<file path="src/rtl/core/kwl_pkg.sv">
package kwl_pkg;

  localparam int COEF_W         = 32;
  localparam int COEF_FRAC_BITS = 28;
  localparam int OUT_BITS       = 26;
  localparam int ENERGY_W       = 52;
  localparam int OUT_TW         = 56;
  localparam int CFG_IDX_W      = 3;

  localparam logic signed [COEF_W-1:0] SHELF_B0_RST    = 32'sd412081942;
  localparam logic signed [COEF_W-1:0] SHELF_B1_RST    = -32'sd722546694;
  localparam logic signed [COEF_W-1:0] SHELF_B2_RST    = 32'sd321691121;
  localparam logic signed [COEF_W-1:0] SHELF_A1_RST    = -32'sd453832898;
  localparam logic signed [COEF_W-1:0] SHELF_A2_RST    = 32'sd196623811;
  localparam logic signed [COEF_W-1:0] HIGHPASS_A1_RST = -32'sd534199296;
  localparam logic signed [COEF_W-1:0] HIGHPASS_A2_RST = 32'sd265770497;

  typedef enum logic [CFG_IDX_W-1:0] {
    REG_SHELF_B0    = 3'd0,
    REG_SHELF_B1    = 3'd1,
    REG_SHELF_B2    = 3'd2,
    REG_SHELF_A1    = 3'd3,
    REG_SHELF_A2    = 3'd4,
    REG_HIGHPASS_A1 = 3'd5,
    REG_HIGHPASS_A2 = 3'd6
  } cfg_reg_t;

  typedef enum logic [2:0] {
    MS_B0_X    = 3'd0,
    MS_B1_X1   = 3'd1,
    MS_B2_X2   = 3'd2,
    MS_A1_S1   = 3'd3,
    MS_A2_S2   = 3'd4,
    MS_HA1_H1  = 3'd5,
    MS_HA2_H2  = 3'd6,
    MS_SQUARE  = 3'd7
  } mul_sel_t;

  typedef struct packed {
    logic     in_load;
    logic     mul_en;
    mul_sel_t mul_sel;
    logic     acc_clr;
    logic     acc_init;
    logic     s_latch;
    logic     h_latch;
    logic     swap;
    logic     out_load;
  } cmd_t;

  typedef struct packed {
    logic out_free;
    logic prod_pending;
  } status_t;

endpackage

</file>
<file path="src/rtl/core/kwl_ctrl.sv">
module kwl_ctrl
  import kwl_pkg::*;
(
  input  logic    clk,
  input  logic    rst,
  input  logic    s_tvalid,
  output logic    s_tready,
  input  status_t sts,
  output cmd_t    cmd
);

  typedef enum logic [10:0] {
    ST_IDLE   = 11'b000_0000_0001,
    ST_SHELF  = 11'b000_0000_0010,
    ST_SDRAIN = 11'b000_0000_0100,
    ST_SFIN   = 11'b000_0000_1000,
    ST_HPINIT = 11'b000_0001_0000,
    ST_HP     = 11'b000_0010_0000,
    ST_HDRAIN = 11'b000_0100_0000,
    ST_HFIN   = 11'b000_1000_0000,
    ST_SQUARE = 11'b001_0000_0000,
    ST_EDRAIN = 11'b010_0000_0000,
    ST_DONE   = 11'b100_0000_0000
  } state_t;

  state_t     state, state_next;
  logic [2:0] cnt, cnt_next;
  logic       ch, ch_next;

  always_ff @(posedge clk) begin
    if (rst) begin
      state <= ST_IDLE;
      cnt   <= '0;
      ch    <= 1'b0;
    end else begin
      state <= state_next;
      cnt   <= cnt_next;
      ch    <= ch_next;
    end
  end

  assign s_tready = (state == ST_IDLE);

  always_comb begin
    state_next = state;
    cnt_next   = cnt;
    ch_next    = ch;
    cmd        = '0;
    cmd.mul_sel = MS_B0_X;
    unique case (state)
      ST_IDLE: begin
        if (s_tvalid) begin
          cmd.in_load = 1'b1;
          cmd.acc_clr = 1'b1;
          cnt_next    = '0;
          ch_next     = 1'b0;
          state_next  = ST_SHELF;
        end
      end
      ST_SHELF: begin
        cmd.mul_en = 1'b1;
        unique case (cnt)
          3'd0:    cmd.mul_sel = MS_B0_X;
          3'd1:    cmd.mul_sel = MS_B1_X1;
          3'd2:    cmd.mul_sel = MS_B2_X2;
          3'd3:    cmd.mul_sel = MS_A1_S1;
          default: cmd.mul_sel = MS_A2_S2;
        endcase
        if (cnt == 3'd4) begin
          state_next = ST_SDRAIN;
        end else begin
          cnt_next = cnt + 3'd1;
        end
      end
      ST_SDRAIN: state_next = ST_SFIN;
      ST_SFIN: begin
        cmd.s_latch = 1'b1;
        state_next  = ST_HPINIT;
      end
      ST_HPINIT: begin
        cmd.acc_init = 1'b1;
        cnt_next     = '0;
        state_next   = ST_HP;
      end
      ST_HP: begin
        cmd.mul_en = 1'b1;
        if (cnt == 3'd0) begin
          cmd.mul_sel = MS_HA1_H1;
          cnt_next    = 3'd1;
        end else begin
          cmd.mul_sel = MS_HA2_H2;
          state_next  = ST_HDRAIN;
        end
      end
      ST_HDRAIN: state_next = ST_HFIN;
      ST_HFIN: begin
        cmd.h_latch = 1'b1;
        state_next  = ST_SQUARE;
      end
      ST_SQUARE: begin
        cmd.mul_en  = 1'b1;
        cmd.mul_sel = MS_SQUARE;
        cmd.swap    = 1'b1;
        cmd.acc_clr = 1'b1;
        if (!ch) begin
          ch_next    = 1'b1;
          cnt_next   = '0;
          state_next = ST_SHELF;
        end else begin
          state_next = ST_EDRAIN;
        end
      end
      ST_EDRAIN: state_next = ST_DONE;
      ST_DONE: begin
        if (sts.out_free) begin
          cmd.out_load = 1'b1;
          state_next   = ST_IDLE;
        end
      end
      default: state_next = ST_IDLE;
    endcase
  end

endmodule

</file>
<file path="src/rtl/core/kwl_datapath.sv">
module kwl_datapath
  import kwl_pkg::*;
#(
  parameter int SAMPLE_BITS = 24
) (
  input  logic                   clk,
  input  logic                   rst,
  input  cmd_t                   cmd,
  output status_t                sts,
  input  logic [2*SAMPLE_BITS-1:0] in_pair,
  input  logic                   cfg_we,
  input  logic [CFG_IDX_W-1:0]   cfg_index,
  input  logic [COEF_W-1:0]      cfg_data,
  output logic                   out_valid,
  input  logic                   out_ready,
  output logic [ENERGY_W-1:0]    out_energy
);

  localparam int DW    = (SAMPLE_BITS > OUT_BITS) ? SAMPLE_BITS : OUT_BITS;
  localparam int PW    = COEF_W + DW;
  localparam int ACC_W = PW + 4;
  localparam int HW    = OUT_BITS + 2;
  localparam int RW    = ACC_W - COEF_FRAC_BITS;

  localparam logic signed [ACC_W-1:0] HALF =
    {{(ACC_W - COEF_FRAC_BITS){1'b0}}, 1'b1, {(COEF_FRAC_BITS - 1){1'b0}}};
  localparam logic signed [RW-1:0] SAT_HI = RW'((2 ** (OUT_BITS - 1)) - 1);
  localparam logic signed [RW-1:0] SAT_LO = RW'(-(2 ** (OUT_BITS - 1)));

  logic signed [COEF_W-1:0] shelf_b0, shelf_b1, shelf_b2, shelf_a1, shelf_a2;
  logic signed [COEF_W-1:0] highpass_a1, highpass_a2;

  logic signed [SAMPLE_BITS-1:0] x_now, x_next;
  logic signed [SAMPLE_BITS-1:0] x1_cur, x2_cur, x1_oth, x2_oth;
  logic signed [OUT_BITS-1:0]    s1_cur, s2_cur, s1_oth, s2_oth;
  logic signed [OUT_BITS-1:0]    h1_cur, h2_cur, h1_oth, h2_oth;
  logic signed [OUT_BITS-1:0]    s_reg, h_reg;

  logic signed [COEF_W-1:0] op_a;
  logic signed [DW-1:0]     op_b;
  logic signed [PW-1:0]     prod;
  logic                     prod_acc, prod_sub, prod_sq;
  logic signed [ACC_W-1:0]  acc;
  logic [ENERGY_W-1:0]      energy;

  logic signed [ACC_W-1:0]    acc_rnd;
  logic signed [RW-1:0]       rnd;
  logic signed [OUT_BITS-1:0] rnd_sat;
  logic signed [HW-1:0]       hp_sum;

  always_ff @(posedge clk) begin
    if (rst) begin
      shelf_b0    <= SHELF_B0_RST;
      shelf_b1    <= SHELF_B1_RST;
      shelf_b2    <= SHELF_B2_RST;
      shelf_a1    <= SHELF_A1_RST;
      shelf_a2    <= SHELF_A2_RST;
      highpass_a1 <= HIGHPASS_A1_RST;
      highpass_a2 <= HIGHPASS_A2_RST;
    end else if (cfg_we) begin
      unique case (cfg_reg_t'(cfg_index))
        REG_SHELF_B0:    shelf_b0    <= cfg_data;
        REG_SHELF_B1:    shelf_b1    <= cfg_data;
        REG_SHELF_B2:    shelf_b2    <= cfg_data;
        REG_SHELF_A1:    shelf_a1    <= cfg_data;
        REG_SHELF_A2:    shelf_a2    <= cfg_data;
        REG_HIGHPASS_A1: highpass_a1 <= cfg_data;
        REG_HIGHPASS_A2: highpass_a2 <= cfg_data;
        default: ;
      endcase
    end
  end

  always_comb begin
    case (cmd.mul_sel)
      MS_B0_X:   begin op_a = shelf_b0;    op_b = DW'(x_now);  end
      MS_B1_X1:  begin op_a = shelf_b1;    op_b = DW'(x1_cur); end
      MS_B2_X2:  begin op_a = shelf_b2;    op_b = DW'(x2_cur); end
      MS_A1_S1:  begin op_a = shelf_a1;    op_b = DW'(s1_cur); end
      MS_A2_S2:  begin op_a = shelf_a2;    op_b = DW'(s2_cur); end
      MS_HA1_H1: begin op_a = highpass_a1; op_b = DW'(h1_cur); end
      MS_HA2_H2: begin op_a = highpass_a2; op_b = DW'(h2_cur); end
      default:   begin op_a = COEF_W'(h_reg); op_b = DW'(h_reg); end
    endcase
  end

  always_ff @(posedge clk) begin
    prod <= PW'(op_a) * PW'(op_b);
  end

  always_ff @(posedge clk) begin
    if (rst) begin
      prod_acc <= 1'b0;
      prod_sq  <= 1'b0;
      prod_sub <= 1'b0;
    end else begin
      prod_acc <= cmd.mul_en && (cmd.mul_sel != MS_SQUARE);
      prod_sq  <= cmd.mul_en && (cmd.mul_sel == MS_SQUARE);
      prod_sub <= (cmd.mul_sel == MS_A1_S1) || (cmd.mul_sel == MS_A2_S2) ||
                  (cmd.mul_sel == MS_HA1_H1) || (cmd.mul_sel == MS_HA2_H2);
    end
  end

  assign acc_rnd = acc + HALF;
  assign rnd     = RW'(acc_rnd >>> COEF_FRAC_BITS);

  always_comb begin
    if (rnd > SAT_HI) begin
      rnd_sat = OUT_BITS'(SAT_HI);
    end else if (rnd < SAT_LO) begin
      rnd_sat = OUT_BITS'(SAT_LO);
    end else begin
      rnd_sat = OUT_BITS'(rnd);
    end
  end

  assign hp_sum = HW'(s_reg) - (HW'(s1_cur) <<< 1) + HW'(s2_cur);

  always_ff @(posedge clk) begin
    if (cmd.acc_clr) begin
      acc <= '0;
    end else if (cmd.acc_init) begin
      acc <= ACC_W'(hp_sum) <<< COEF_FRAC_BITS;
    end else if (prod_acc) begin
      if (prod_sub) begin
        acc <= acc - ACC_W'(prod);
      end else begin
        acc <= acc + ACC_W'(prod);
      end
    end
  end

  always_ff @(posedge clk) begin
    if (cmd.s_latch) s_reg <= rnd_sat;
    if (cmd.h_latch) h_reg <= rnd_sat;
  end

  always_ff @(posedge clk) begin
    if (cmd.in_load) begin
      energy <= '0;
    end else if (prod_sq) begin
      energy <= energy + prod[ENERGY_W-1:0];
    end
  end

  always_ff @(posedge clk) begin
    if (cmd.in_load) begin
      x_now  <= in_pair[SAMPLE_BITS-1:0];
      x_next <= in_pair[2*SAMPLE_BITS-1:SAMPLE_BITS];
    end else if (cmd.swap) begin
      x_now <= x_next;
    end
  end

  // rotate channel histories so the active channel always sits in the _cur slots
  always_ff @(posedge clk) begin
    if (rst) begin
      x1_cur <= '0; x2_cur <= '0; x1_oth <= '0; x2_oth <= '0;
      s1_cur <= '0; s2_cur <= '0; s1_oth <= '0; s2_oth <= '0;
      h1_cur <= '0; h2_cur <= '0; h1_oth <= '0; h2_oth <= '0;
    end else if (cmd.swap) begin
      x1_cur <= x1_oth; x2_cur <= x2_oth; x1_oth <= x_now; x2_oth <= x1_cur;
      s1_cur <= s1_oth; s2_cur <= s2_oth; s1_oth <= s_reg; s2_oth <= s1_cur;
      h1_cur <= h1_oth; h2_cur <= h2_oth; h1_oth <= h_reg; h2_oth <= h1_cur;
    end
  end

  always_ff @(posedge clk) begin
    if (rst) begin
      out_valid <= 1'b0;
    end else if (cmd.out_load) begin
      out_valid <= 1'b1;
    end else if (out_ready) begin
      out_valid <= 1'b0;
    end
  end

  always_ff @(posedge clk) begin
    if (cmd.out_load) out_energy <= energy;
  end

  assign sts.out_free     = !out_valid || out_ready;
  assign sts.prod_pending = prod_acc;

endmodule

</file>
<file path="src/rtl/core/k_weighting_loudness_prefilter.sv">
// K-weighting prefilter for loudness measurement, one stereo pair per transaction.
// Slave channel (s_*): tdata carries left_sample then right_sample, each
// SAMPLE_BITS wide, padded with zeros to whole bytes.
// Master channel (m_*): tdata carries the 52-bit energy hl*hl + hr*hr.
// Configuration channel (cfg_*): cfg_index selects one of the seven Q3.28
// coefficients, cfg_data carries its value; an index of 7 is dropped.
// cfg_ready is always high; write only while no pair is in flight.
// Each channel runs a high-shelf biquad and a high-pass biquad on a single
// multiply-accumulate unit, sequenced by a state machine.
// One pair is processed at a time: each channel puts its 8 products through
// the shared multiplier with pipeline drains and rounding, then the energy
// sum is finished, and the result is loaded into the output register once
// that register is free, after which the block is idle again.
// s_tready is high only while idle; the result sits in the output register
// and the next pair may be taken while m_tvalid waits on m_tready. A pair that
// finishes while the previous result is still held waits for it to drain.
// Reset clears the filter histories, loads the default coefficients and
// empties the output register.
module k_weighting_loudness_prefilter
  import kwl_pkg::*;
#(
  parameter int SAMPLE_BITS = 24
) (
  input  logic                 clk,
  input  logic                 rst,
  input  logic                 s_tvalid,
  output logic                 s_tready,
  // [SAMPLE_BITS-1:0] left_sample, [2*SAMPLE_BITS-1:SAMPLE_BITS] right_sample
  input  logic [((2*SAMPLE_BITS+7)/8)*8-1:0] s_tdata,
  output logic                 m_tvalid,
  input  logic                 m_tready,
  // [51:0] energy, [55:52] zero
  output logic [OUT_TW-1:0]    m_tdata,
  input  logic                 cfg_valid,
  output logic                 cfg_ready,
  input  logic [CFG_IDX_W-1:0] cfg_index,
  input  logic [COEF_W-1:0]    cfg_data
);

  cmd_t                cmd;
  status_t             sts;
  logic [ENERGY_W-1:0] energy;

  assign cfg_ready = 1'b1;

  kwl_ctrl u_ctrl (
    .clk      (clk),
    .rst      (rst),
    .s_tvalid (s_tvalid),
    .s_tready (s_tready),
    .sts      (sts),
    .cmd      (cmd)
  );

  kwl_datapath #(
    .SAMPLE_BITS (SAMPLE_BITS)
  ) u_datapath (
    .clk        (clk),
    .rst        (rst),
    .cmd        (cmd),
    .sts        (sts),
    .in_pair    (s_tdata[2*SAMPLE_BITS-1:0]),
    .cfg_we     (cfg_valid && cfg_ready),
    .cfg_index  (cfg_index),
    .cfg_data   (cfg_data),
    .out_valid  (m_tvalid),
    .out_ready  (m_tready),
    .out_energy (energy)
  );

  assign m_tdata = {{(OUT_TW - ENERGY_W){1'b0}}, energy};

  a_load_free: assert property (@(posedge clk) disable iff (rst)
    cmd.out_load |-> sts.out_free)
    else $error("result loaded over an untaken result");

  a_one_pair: assert property (@(posedge clk) disable iff (rst)
    (s_tvalid && s_tready) |=> !s_tready)
    else $error("second pair taken while a pair is in flight");

  a_round_drained: assert property (@(posedge clk) disable iff (rst)
    (cmd.s_latch || cmd.h_latch || cmd.acc_init) |-> !sts.prod_pending)
    else $error("accumulator read or loaded with a product in flight");

  a_load_after_accept: assert property (@(posedge clk) disable iff (rst)
    (s_tvalid && s_tready) |=> !cmd.out_load)
    else $error("result loaded straight after a pair was taken");

endmodule

</file>
<file path="config.mk">
export PLATFORM = sky130hd
export DESIGN_NAME = k_weighting_loudness_prefilter
export DESIGN_NICKNAME = d
export VERILOG_FILES = /design/src/rtl/core/kwl_pkg.sv /design/src/rtl/core/kwl_ctrl.sv /design/src/rtl/core/kwl_datapath.sv /design/src/rtl/core/k_weighting_loudness_prefilter.sv
export SDC_FILE = /design/constraint.sdc
export NUM_CORES = 2
export LEC_CHECK = 0
export BUFFER_PORTS_ARGS = -buffer_cell sky130_fd_sc_hd__buf_2
export CORE_MARGIN = 2
export CORE_UTILIZATION = 50
export CTS_CLUSTER_SIZE = 20
export DETAILED_ROUTE_END_ITERATION = 8
export MAX_ROUTING_LAYER = met4
export PLACE_DENSITY_LB_ADDON = 0.25
export SLEW_MARGIN = 5
export SYNTH_ARGS = -nofsm -noshare
export SYNTH_HDL_FRONTEND = slang
export SYNTH_SLANG_ARGS = --single-unit
</file>
<file path="constraint.sdc">
create_clock -name clk -period 12.45 [get_ports clk]
set_input_delay 2.49 -clock clk [delete_from_list [all_inputs] [get_ports clk]]
set_output_delay 2.49 -clock clk [all_outputs]
set_load 0.03 [all_outputs]
</file>
; Word level (Yosys, flattened, before mapping)
; Index checks and enable logic that the tools add are counted.
[totals]
register_bits = 871
in_bits = 88
output_inout_bits = 59
word_cells = 143
[classes]
add_sub_neg = 7
n_mul = 1
order_cmp = 2
n_eq_ne = 36
n_mux = 36
reduce_logical = 26
[ops]
columns = op, n
row1 = 32-bit one-hot mux with 7 select lines, 1
row2 = 62-bit two-way mux, 3
row3 = 26-bit one-hot mux with 7 select lines, 1
row4 = 11-bit one-hot mux with 11 select lines, 1
row5 = "62-bit by 29-bit adder with 62-bit output, second input constant", 1
row6 = 62-bit by 58-bit adder with 62-bit output, 1
row7 = 62-bit by 58-bit subtractor with 62-bit output, 1
row8 = 32-bit by 26-bit multiplier with 58-bit output, 1
row9 = 52-bit adder, 1
row10 = 26-bit two-way mux, 2
row11 = 24-bit two-way mux, 2
row12 = 11-bit two-way mux, 4
row13 = "34-bit by 26-bit > comparator with 1-bit output, second input constant", 1
row14 = "34-bit by 26-bit < comparator with 1-bit output, second input constant", 1
row15 = 28-bit by 26-bit adder with 28-bit output, 1
row16 = 26-bit by 27-bit subtractor with 28-bit output, 1
row17 = "3-bit == test, second input constant", 8
row18 = "3-bit by 2-bit == test with 1-bit output, second input constant", 6
row19 = 2-bit AND reduction, 8
row20 = 3-bit one-hot mux with 5 select lines, 1
row21 = 3-bit two-way mux, 4
row22 = 3-bit one-hot mux with 4 select lines, 1
row23 = 4-bit one-hot mux with 3 select lines, 1
row24 = "11-bit by 1-bit == test with 1-bit output, second input constant", 1
row25 = 28 further kinds, 55

; Logic depth before layout (Yosys ltp)
[depth]
depth_word = 7
ltp_mapped = 41
ltp_nobuf = 36

; Hierarchy
; A second synthesis with hierarchy kept.
[hier_totals]
cells_unflattened = 8145
hier_area_um2 = 72538.3
[by_module_without_submodules]
columns = module, instances, cells_per_inst, area_each_um2, seq_area_each_um2
row1 = kwl_datapath, 1, 8020, 71458.5, 18657.9
row2 = kwl_ctrl, 1, 118, 1034.7, 300.3
row3 = k_weighting_loudness_prefilter, 1, 7, 45.0, 0.0

; Least setup slack after synthesis
; Ideal clock, no wire load.
[synth_timing]
path_type = reg2reg
start = register u_ctrl.state[6]
end = register u_datapath.prod[57]
setup_ns = 0.117
arrival_time_ns = 9.115
required_time_ns = 12.333
path_slack_ns = 3.218
path_stages_with_launch = 39
n_path_buf = 5
synth_period_minus_slack_ns = 9.232
cell_sequence = dfxtp_1 buf_2 or4_4 nor3_4 and3b_1 buf_4 nand3_1 a211oi_2 buf_4 buf_4 nand2_1 o2111ai_1 a21oi_2 nor2_4 buf_2 nand2_1 fa_1 inv_1 [... 3 more ...] fa_1 inv_1 fa_1 fa_1 inv_1 fa_1 inv_1 ha_1 and4_1 nand2_1 or3_1 or4_1 o32ai_1 o21ba_2 nand2_1 o211a_1 nor3_1 and4b_1
[synth_via]
elab_chain_cells = 5
elab_cells_between_ends = 14
cone_classes = mul: 1 / eq/ne: 9 / mux: 3 / reduce/logical: 1
[synth_lines]
columns = item, line_no
row1 = "start, declared", kwl_ctrl.sv:26  ; state_t state, state_next;
row2 = "start signal, assigned", kwl_ctrl.sv:36  ; state <= state_next;
row3 = "11-bit by 9-bit == test with 1-bit output, or another cell as far along", kwl_ctrl.sv:50  ; unique case (state)
row4 = 4-bit one-hot mux with 3 select lines *, kwl_ctrl.sv:50
row5 = "3-bit == test, or another cell as far along", kwl_datapath.sv:75  ; case (cmd.mul_sel)
row6 = 32-bit one-hot mux with 7 select lines or 26-bit one-hot mux with 7 select lines (tied branches), kwl_datapath.sv:75
row7 = 32-bit by 26-bit multiplier with 58-bit output *, kwl_datapath.sv:88  ; prod <= PW'(op_a) * PW'(op_b);
row8 = "end signal, assigned", kwl_datapath.sv:88
row9 = "end, declared", kwl_datapath.sv:41  ; logic signed [PW-1:0] prod;
; Every way passes the cells marked *; elsewhere a longest branch is shown, timed or not.
; A chain may end at the register's enable or synchronous reset.

; Final worst setup path
[layout_timing]
start = register u_ctrl.state[0]
end = register u_datapath.prod[56]
; Same word-level chain as after synthesis.

==> results.cfg <==
[status]
outcome = finished, final reports clean

[synthesis]
synth_top_area_share_pct = 24.6
ys.flop_type = dfxtp_1
synthSimpleGateAreaFrac_pct = 17.7
syn_area_um2 = 71900
synth_edf_count = 152
syn_avg_cell_area_um2 = 8.50
ys_top_cells_by_area = fa_1, dfxtp_1, nand2_1, edfxtp_1, inv_1
synthArstFlopShare_pct = 0
yosysUniqueCellTypes = 96
ys_seq_area_share_pct = 26.4
syn_inst = 8459
synth_top_family_by_area = adder cells
synth_fa_ha_area_share_pct = 29.8
synth-xor-area-share_pct = 3.17
yosysTopAreaCell = fa_1
synthMuxAreaShare_pct = 1.74
ys_warn_count = 0
synth-compound-area-share_pct = 12.6
synth_seq_cells = 871

[layout]
largest_register = u_datapath.acc
largest_reg_flops = 62
most-common-layout-cells = nand2_1, inv_1, fa_1
n_fill_cell = 13247
reg_top3 = u_datapath.acc x62, u_datapath.prod x58
fin_nets = 9684
final_common_cell = nand2_1
drive_gt1_share_pct = 6.59
area_growth_pct = 8.34

[cts]
cts_tree = done
cts_hold_buf = 0
clkTransAtPathRegs_ns = 0.06
clk_latency_ns = 0.74
clock_sinks = 871
root_buffer = clkbuf_16
cts_buffer_depth = 3
numCtsBuffers = 96
postCtsSetupRepairBufs = 0
cts_resized = 0
cts_htree_levels = 3

[placement]
numPortBuffers = 141
routabilityCongestion = 1.05
post-dp-hpwl_um = 178000

[grt]
grt_pass1_wl_um = 354000
grt_use_total_pct = 32.5
grt_pass1_vias = 58335
grt_overflow = 0
antenna_found_initial = 7
grt_max_degree = 222

[detailed_routing]
wl_per_cell_um = 22.4
dr.pass1.iters = 5
remaining_drc_errors = 0
vias = 59156
drt-total-wl_um = 233000
postRouteAntennaNets = 0
viasPerCell = 5.69
drtIter0Drc = 5535

[setup_path]
crit_fanout = 37
cp_slowest_cell = nor2_2
critPathRequiredTime_ns = 13.06
crit_path_end_kind = register
reg2reg_slack_ns = 0.71
critPathMaxStageDelay_ns = 0.87
cpMostUsedCell = fa_1
startpoint_type = register
critical_path_class = register to register
cp.arrival_ns = 12.35

[floorplan]
initial_utilization_pct = 50.2
dieArea_um2 = 147000
pin_count = 147
die_y_um = 383
die_x_um = 383
rows = 139
core_area_um2 = 143000

[sta]
rsz0062_at_grt = no
max-slew-margin-rel_pct = 12.7
period_share_pct = 94.3
tns_ns = 0
max_freq_mhz = 85.2
hold_viol_final = 0
period_minus_slack_ns = 11.74
worstMarginPinSlew_ns = 1.31
finalSetupViolations = 0
fin_worst_skew_ns = 0.0715
slew_viol_final = 0

[flow_run]
maxCapViolCount = 0

[min_path]
holdCritPathClass = register to register
-- per-stage QoR --
step	std cells	instance area, µm²	utilization, %	hold WS, ns	worst slack (ns)
floorplan	8462	71900	-	0.421	3.22
global placement	10216	74500	52.0	0.432	1.18
detailed placement	10216	74500	52.0	0.440	0.953
CTS	10396	77900	54.4	0.411	0.839
global route	10400	77900	54.4	0.439	0.253
finish	10403	77900	54.4	0.420	0.710
-- cell families after synthesis --
logic type / count (synthesis)
AO/OA/AOI/OAI: 1486
XOR/XNOR: 260
adder cells (fa/ha/maj): 1185
buffers and inverters: 1576
flip-flops: 871
multiplexers: 124
other: 2
AND/OR/NAND/NOR: 2955
-- worst max-delay path, delay by kind of cell, from the launching register on --
family,cells,cell delay [ns]
flip-flops,1,0.34
AO/OA/AOI/OAI,11,2.90
buffers and inverters,9,1.62
adder cells (fa/ha/maj),8,3.80
AND/OR/NAND/NOR,6,2.77
XOR/XNOR,1,0.13
-- Yosys cell counts (37+ instances only) --
cell / count
and3_1: 45
ha_1: 303
nor3_1: 64
o21ai_0: 166
a21oi_1: 723
mux2i_1: 117
buf_2: 139
xnor2_1: 169
xor2_1: 91
a211oi_1: 45
inv_1: 1125
edfxtp_1: 152
nand3_1: 78
and2_1: 54
o21ai_1: 46
dfxtp_1: 719
a31oi_1: 37
fa_1: 882
nor2b_1: 42
clkbuf_1: 264
a21o_1: 114
a221oi_1: 46
a22oi_1: 61
nand2b_1: 46
nand2_1: 1822
nand3b_1: 118
o21a_1: 55
nor2_1: 537
-- layout make-up --
cell class | count | area [µm²] | share of cell area (%)
Antenna cell | 7 | 17.5 | 0.0225
Clock inverter | 55 | 702 | 0.901
Clock buffer | 125 | 2720 | 3.49
Sequential cell | 871 | 19000 | 24.3
Tap cell | 1903 | 2380 | 3.06
Inverter | 1128 | 4240 | 5.44
Multi-Input combinational cell | 6015 | 46900 | 60.2
Timing Repair Buffer | 299 | 1990 | 2.55
-- per-layer routing --
layer	track usage, %	wire (µm)	vias to the layer above	share of wire (%)
met5	-	0	-	0
met4	14.3	12200	0	5.3
met3	6.26	21500	508	9.2
met2	49.1	103000	2609	44
met1	42.7	95800	29038	41
li1	-	-	27001	-
-- final timing paths --
| path | startpoint | to | depth (start not counted) |
|---|---|---|---|
| setup / recovery | u_ctrl.state[0]$_SDFFE_PP1P_ | u_datapath.prod[56]$_DFF_P_ | 35 |
| hold / removal | u_datapath.h1_oth[13]$_SDFFE_PP0N_ | u_datapath.h1_cur[13]$_SDFFE_PP0N_ | 2 |
| setup reg to reg | u_ctrl.state[0]$_SDFFE_PP1P_ | u_datapath.prod[56]$_DFF_P_ | 35 |
| hold reg to reg | u_datapath.h1_oth[13]$_SDFFE_PP0N_ | u_datapath.h1_cur[13]$_SDFFE_PP0N_ | 2 |
Power is not shown: default switching activity piles up to over one toggle a cycle in this logic, so the estimate is an artifact.
